==> config.mk <==
export PLATFORM = sky130hd
export DESIGN_NAME = sirf_score
export DESIGN_NICKNAME = d
export VERILOG_FILES = /design/src/hdl/sirf_pkg.sv /design/src/hdl/sirf_score.sv
export SDC_FILE = /design/constraint.sdc
export NUM_CORES = 1
export LEC_CHECK = 0
export ABC_CLOCK_PERIOD_IN_PS = 15900
export BUFFER_PORTS_ARGS = -buffer_cell sky130_fd_sc_hd__buf_2
export CAP_MARGIN = 10
export CORE_AREA = 2 2 117 119
export DETAILED_ROUTE_END_ITERATION = 16
export DIE_AREA = 0 0 119 121
export PLACE_DENSITY = 0.66
export SLEW_MARGIN = 20
export SYNTH_ARGS = -nofsm -noshare
export SYNTH_HDL_FRONTEND = slang
export SYNTH_SLANG_ARGS = --single-unit
==> constraint.sdc <==
create_clock -name clk -period 15.9 [get_ports clk]
set_clock_uncertainty 0.15 [all_clocks]
set_input_delay 2.385 -clock clk [delete_from_list [all_inputs] [get_ports clk]]
set_output_delay 2.385 -clock clk [all_outputs]
set_load 0.1 [all_outputs]
==> src/hdl/sirf_pkg.sv <==
// ----------------------------------------------------------------------------
// sirf_pkg
// Shared types and constants for the sequence identity redundancy filter.
// ----------------------------------------------------------------------------
package sirf_pkg;

  localparam int MAX_LEN     = 256;
  localparam int MAX_SEQS    = 256;
  localparam int STORE_DEPTH = 65536;

  localparam int LEN_W   = 9;   // lengths up to MAX_LEN + 1
  localparam int THR_W   = 17;
  localparam int CNT_W   = 16;
  localparam int TOTAL_W = 17;
  localparam int PROD_W  = THR_W + LEN_W;

  localparam logic [CNT_W-1:0] CNT_MAX = '1;

  localparam logic [0:0] CFG_THRESHOLD = 1'd0;
  localparam logic [0:0] CFG_SKIP_LONG = 1'd1;

  localparam logic OP_LETTER = 1'b0;
  localparam logic OP_CLEAR  = 1'b1;

  typedef enum logic [2:0] {
    STAT_KEPT     = 3'd0,
    STAT_FILTERED = 3'd1,
    STAT_SKIPPED  = 3'd2,
    STAT_LONG_ERR = 3'd3,
    STAT_FULL     = 3'd4,
    STAT_HALTED   = 3'd5
  } status_t;

  typedef enum logic [3:0] {
    ST_IDLE,
    ST_LEN_RD,
    ST_LEN_CHK,
    ST_CMP,
    ST_CMP_DRAIN,
    ST_MUL,
    ST_CHK,
    ST_DECIDE,
    ST_COPY,
    ST_COPY_DRAIN,
    ST_OUT
  } state_t;

  // sequencer controls for the match scoring unit
  typedef struct packed {
    logic clear;   // restart match count
    logic pair;    // a letter pair is present
    logic mul;     // capture threshold times overlap
  } score_ctrl_t;

endpackage

==> src/hdl/sirf_score.sv <==
// ----------------------------------------------------------------------------
// sirf_score
// Match counter and identity threshold check, shared over all kept slots.
// ----------------------------------------------------------------------------
module sirf_score import sirf_pkg::*; (
  input  logic             clk,
  input  logic             rst,
  input  score_ctrl_t      ctrl,
  input  logic [7:0]       letter_a,
  input  logic [7:0]       letter_b,
  input  logic [THR_W-1:0] threshold,
  input  logic [LEN_W-1:0] overlap,
  output logic             similar
);

  logic [LEN_W-1:0]  hit_count;
  logic [PROD_W-1:0] product;

  // count equal letter pairs
  always_ff @(posedge clk) begin
    if (rst || ctrl.clear) begin
      hit_count <= '0;
    end else if (ctrl.pair && (letter_a == letter_b)) begin
      hit_count <= hit_count + LEN_W'(1);
    end
  end

  // threshold times overlap, registered before the compare
  always_ff @(posedge clk) begin
    if (ctrl.mul) begin
      product <= PROD_W'(threshold) * PROD_W'(overlap);
    end
  end

  // hits * 65536 >= threshold * overlap
  assign similar = {{(PROD_W-LEN_W-16){1'b0}}, hit_count, 16'b0} >= product;

endmodule

Yosys cells after proc, flatten, opt, wreduce, memory -nomap -nowiden

Cells that the tools add are included.

Register bits: 35
Word-level logic and storage cells: 8
Output and inout port bits: 1
Input port bits: 47

Reductions and logical operators: 2
Order comparisons: 1
Equality and inequality tests: 1
Add/sub/neg operators: 1
$mul: 1

Operators with widths:

| cell                                         | count |
|---|---|
| greater-or-equal comparator 25 x 26 -> 1 bit | 1 |
| multiplier 17 x 9 -> 26 bit                  | 1 |
| adder 9 x 1 -> 9 bit, second input constant  | 1 |
| == test 8 bit                                | 1 |
| logical AND 1 bit                            | 1 |
| logical OR 1 bit                             | 1 |

Longest topological paths before layout

Word-level depth: 2
Gate-level depth with buffers: 19
Gate-level depth less buffers: 17

Worst setup path after synthesis

Ideal clock, no wire load.

Path type: input -> register
From: in overlap[2]
To: reg product[20], data pin
Required time: 15.488 ns
Setup time: 0.262 ns
Path buffers: 2
Path slack: 8.910 ns
Arrival time: 6.579 ns
Stages on the path: 17
Cell sequence: clkbuf_1 clkbuf_1 nand2_1 fa_1 inv_1 fa_1 fa_1 inv_1 fa_1 inv_1 ha_1 a211o_1 a211o_1 o31ai_4 o21a_4 o21ai_1 xor2_1

Word-level cells in the longest chain between the ends: 1

Ends and longest elaborated chain:

| item                        | RTL line         | text |
|---|---|---|
| from (decl)                 | sirf_score.sv:12 | `input logic [LEN_W-1:0] overlap,` |
| multiplier 17 x 9 -> 26 bit | sirf_score.sv:31 | `product <= PROD_W'(threshold) * PROD_W'(overlap);` |
| to (signal assigned)        | sirf_score.sv:31 |  |
| to (decl)                   | sirf_score.sv:17 | `logic [PROD_W-1:0] product;` |

Every way passes these cells.
A chain may end at the register's enable or synchronous reset.

Worst setup path after layout

From: in overlap[2]
To: reg product[18], data pin

Same word-level chain as after synthesis.

==> flow_summary.ini <==
[power_and_ir_drop]
power_frac_comb_pct = 73.9
sw_frac_of_total_pct = 47.35
power.density_nw_per_um2 = 150.1
clkPwrFrac_pct = 9.2
power_switching_w = 0.0004931
vdd_drop_max_uv = 79.64
power.internal_w = 0.0005482
leakage_nw = 3.527
seq_power_share_pct = 16.9

[layout]
nFillCells = 1191
nets = 950
n_antenna_cell = 0
final-instance-count-excl-fill = 918
multi_input_area_um2 = 4773
area_delta_synth_final_pct = 8.198
drive_above_1_share_pct = 8.760
register_area_um2 = 960.9

[detailed_routing]
firstDrtPassIters = 4
vias_per_cell = 5.138
ant_nets = 0
drtIter0Drc = 220
totalWireLength_mm = 13.38
num_vias = 4717
drcViolationCount = 0
wl_per_cell_um = 14.58

[status]
status = completed

[critical_path]
path_class = input pin to flop
regToRegStartpoint = hit_count[2]$_SDFFE_PP0P_
startpoint_type = input pin
cp_slowest_cell = fa_1
reg2reg_depth = 4
end_kind = flop
cpPeakStageDelay_ns = 0.56
crit_arrival_ns = 6.69
crit_chain = buf_2 > nand2_1 > fa_1 > inv_1 > fa_1 > fa_1 > inv_1 > fa_1 > inv_1 > ha_1 > a211o_1 > a211o_1 > o31ai_4 > o21a_4 > o21ai_1 > xnor2_1
path_max_fanout = 17
reg2reg_to = hit_count[7]$_SDFFE_PP0P_
r2r_setup_slack_ns = 14.42
cp-startpoint = overlap[2]
cp_common_cell = fa_1
worstPathRequired_ns = 15.77
setup.worst_path.end = product[18]$_DFFE_PP_

[synth]
synth_top_area_cell = fa_1
synth.distinct_cells = 45
yosys_warnings = 0
ys_ff_latch = 35
syn_area_um2 = 6410
synth_nets = 917
synthTopCellsByArea = fa_1 (33%), edfxtp_1 (12%), ha_1 (11%)
async_reset_ff_share_pct = 0
ys.flop_type = edfxtp_1
synthTopCellsByCount = inv_1 (159), fa_1 (106), nand2_1 (87), and2_1 (86), ha_1 (56)
synth.most_common_cell = inv_1
synth_cells = 708
synth_edf_count = 26
avgSynthCellArea_um2 = 9.054
ys_seq_area_share_pct = 14.99
synth_top_area_share_pct = 33.11

[worst_hold_path]
hp-start = hit_count[6]$_SDFFE_PP0P_
min_path_cells = 2
holdCritPathClass = flop to flop

[sta]
slew_headroom_pct = 61.66
slew_viol_final = 0
rsz0062_at_grt = false
setup_viol = 0
fmax_mhz = 146.8
post-route-period-util_pct = 42.85
hold_viol = 0
setup-tns-final_ns = 0
worstMarginPinSlew_ns = 0.5752
period_needed_ns = 6.813

[floorplanning]
die_area_um2 = 14400
die_w_um = 119
io_pins = 48
start_util_pct = 48.99
fp.coreArea_um2 = 13090
rows = 42
die_h_um = 121

[place]
dp_hpwl_mm = 11.18
port_buffers = 47
placed_cells = 910
place.gp.congestion = 0.9214

[clock_network]
cts-root-buf = clkbuf_16
cts-resized-gates = 0
cts_tree = built
htreeDepth = 2
cts.sinks = 35
cts_made_buffers = 5
clockBufferDepth = 2
clkLatencyLatePin_ns = 0.28
clk_pin_slew_ns = 0.06
postCtsSetupBuffers = 0
cts_hold_buf = 0

[global_routing]
grt_pass1_vias = 5187
track_usage_pct = 20.62
antenna_found_initial = 0
grt_pass1_wl_mm = 23.98
grt_overflow_total = 0
grt_max_degree = 27

[job]
drv_cap = 0
==> per-stage QoR <==
step / utilization, % / setup slack [ns] / hold WS, ns / area [µm²] / power, W
6_report: 53.00 / 9.087 / 0.3805 / 6935 / 0.001041
5_1_grt: 53.00 / 8.894 / 0.4051 / 6935 / 0.001170
4_1_cts: 53.00 / 9.132 / 0.3758 / 6935 / 0.001054
3_5_place_dp: 51.86 / 8.850 / 0.3687 / 6787 / 0.0009526
3_3_place_gp: 51.86 / 8.802 / 0.3575 / 6787 / 0.0009410
2_1_floorplan: - / 8.910 / 0.3224 / 6410 / 0.0007767
==> worst min path at each step <==
stage                                 to  slack [ns]
2_1_floorplan  hit_count[6]$_SDFFE_PP0P_        0.32
3_3_place_gp   hit_count[6]$_SDFFE_PP0P_        0.36
3_5_place_dp   hit_count[6]$_SDFFE_PP0P_        0.37
4_1_cts        hit_count[6]$_SDFFE_PP0P_        0.38
5_1_grt        hit_count[6]$_SDFFE_PP0P_        0.41
6_report       hit_count[6]$_SDFFE_PP0P_        0.38
==> state kept, by name, summed over array words and instances (netlist names) <==
register / count
hit_count: 9
product: 26
==> cell families after synthesis <==
kind of cell,count (synthesis),synth area share (%)
AOI/OAI and AO/OA,69,7.476
xor gates and xnor gates,34,4.646
adders and majority gates,162,44.04
buffers and inverters,180,10.54
DFF,35,14.99
muxes,2,0.3123
and+or+nand+nor,226,18.00
==> final cells by class <==
type / count / area share, %
clock inverter: 3 / 0.3428
tap: 176 / 3.175
timing repair buffer: 47 / 3.392
multi-input combinational: 493 / 68.83
sequential: 35 / 13.86
clock buffer: 5 / 1.804
inverter: 159 / 8.605
==> worst max-delay path: cells and delay by family <==
| kind | cells | cell delay [ns] |
|---|---|---|
| fa+ha+maj | 5 | 2.45 |
| xor+xnor | 1 | 0.15 |
| compound gates | 5 | 1.09 |
| simple gates | 1 | 0.13 |
| buf+inv | 4 | 0.47 |
==> layer usage <==
| metal | track usage (%) | wire [µm] |
|---|---|---|
| met2 | 39.58 | 7124 |
| met5 | 0 | 0 |
| met3 | 2.867 | 573 |
| met1 | 24.90 | 5513 |
| met4 | 3.274 | 169 |
==> layout by cell type (no fill, tap or decap), drive strengths merged, types with 2 or more instances in the layout <==
cell	synthesis	layout
o21ai	10	10
and2b	2	2
o21bai	4	4
o21a	4	4
clkinvlp	0	2
nor2	14	14
nand4	7	7
ha	56	56
a211oi	4	4
a31oi	3	3
xnor2	25	25
a22oi	2	2
and3	7	7
o31ai	2	2
a21oi	24	24
nand2	87	87
inv	159	160
a211o	2	2
clkbuf	18	5
xor2	9	9
and2	86	86
a31o	2	2
nand3	9	9
buf	3	47
nor4	3	3
dfxtp	9	9
mux2i	2	2
nor3	6	6
edfxtp	26	26
a21o	7	7
fa	106	106
==> power by group through the flow <==
| stage | clock, W | combinational [W] | sequential (W) |
|---|---|---|---|
| after floorplan | 0 | 0.000602 | 0.000174 |
| after global placement | 0 | 0.000764 | 0.000177 |
| after detailed placement | 0 | 0.000775 | 0.000178 |
| after CTS | 0.0000985 | 0.000779 | 0.000176 |
| after global routing | 0.000103 | 0.000888 | 0.000179 |
| final | 0.0000959 | 0.000769 | 0.000176 |
No activity file was read; power rests on OpenSTA's default activity.
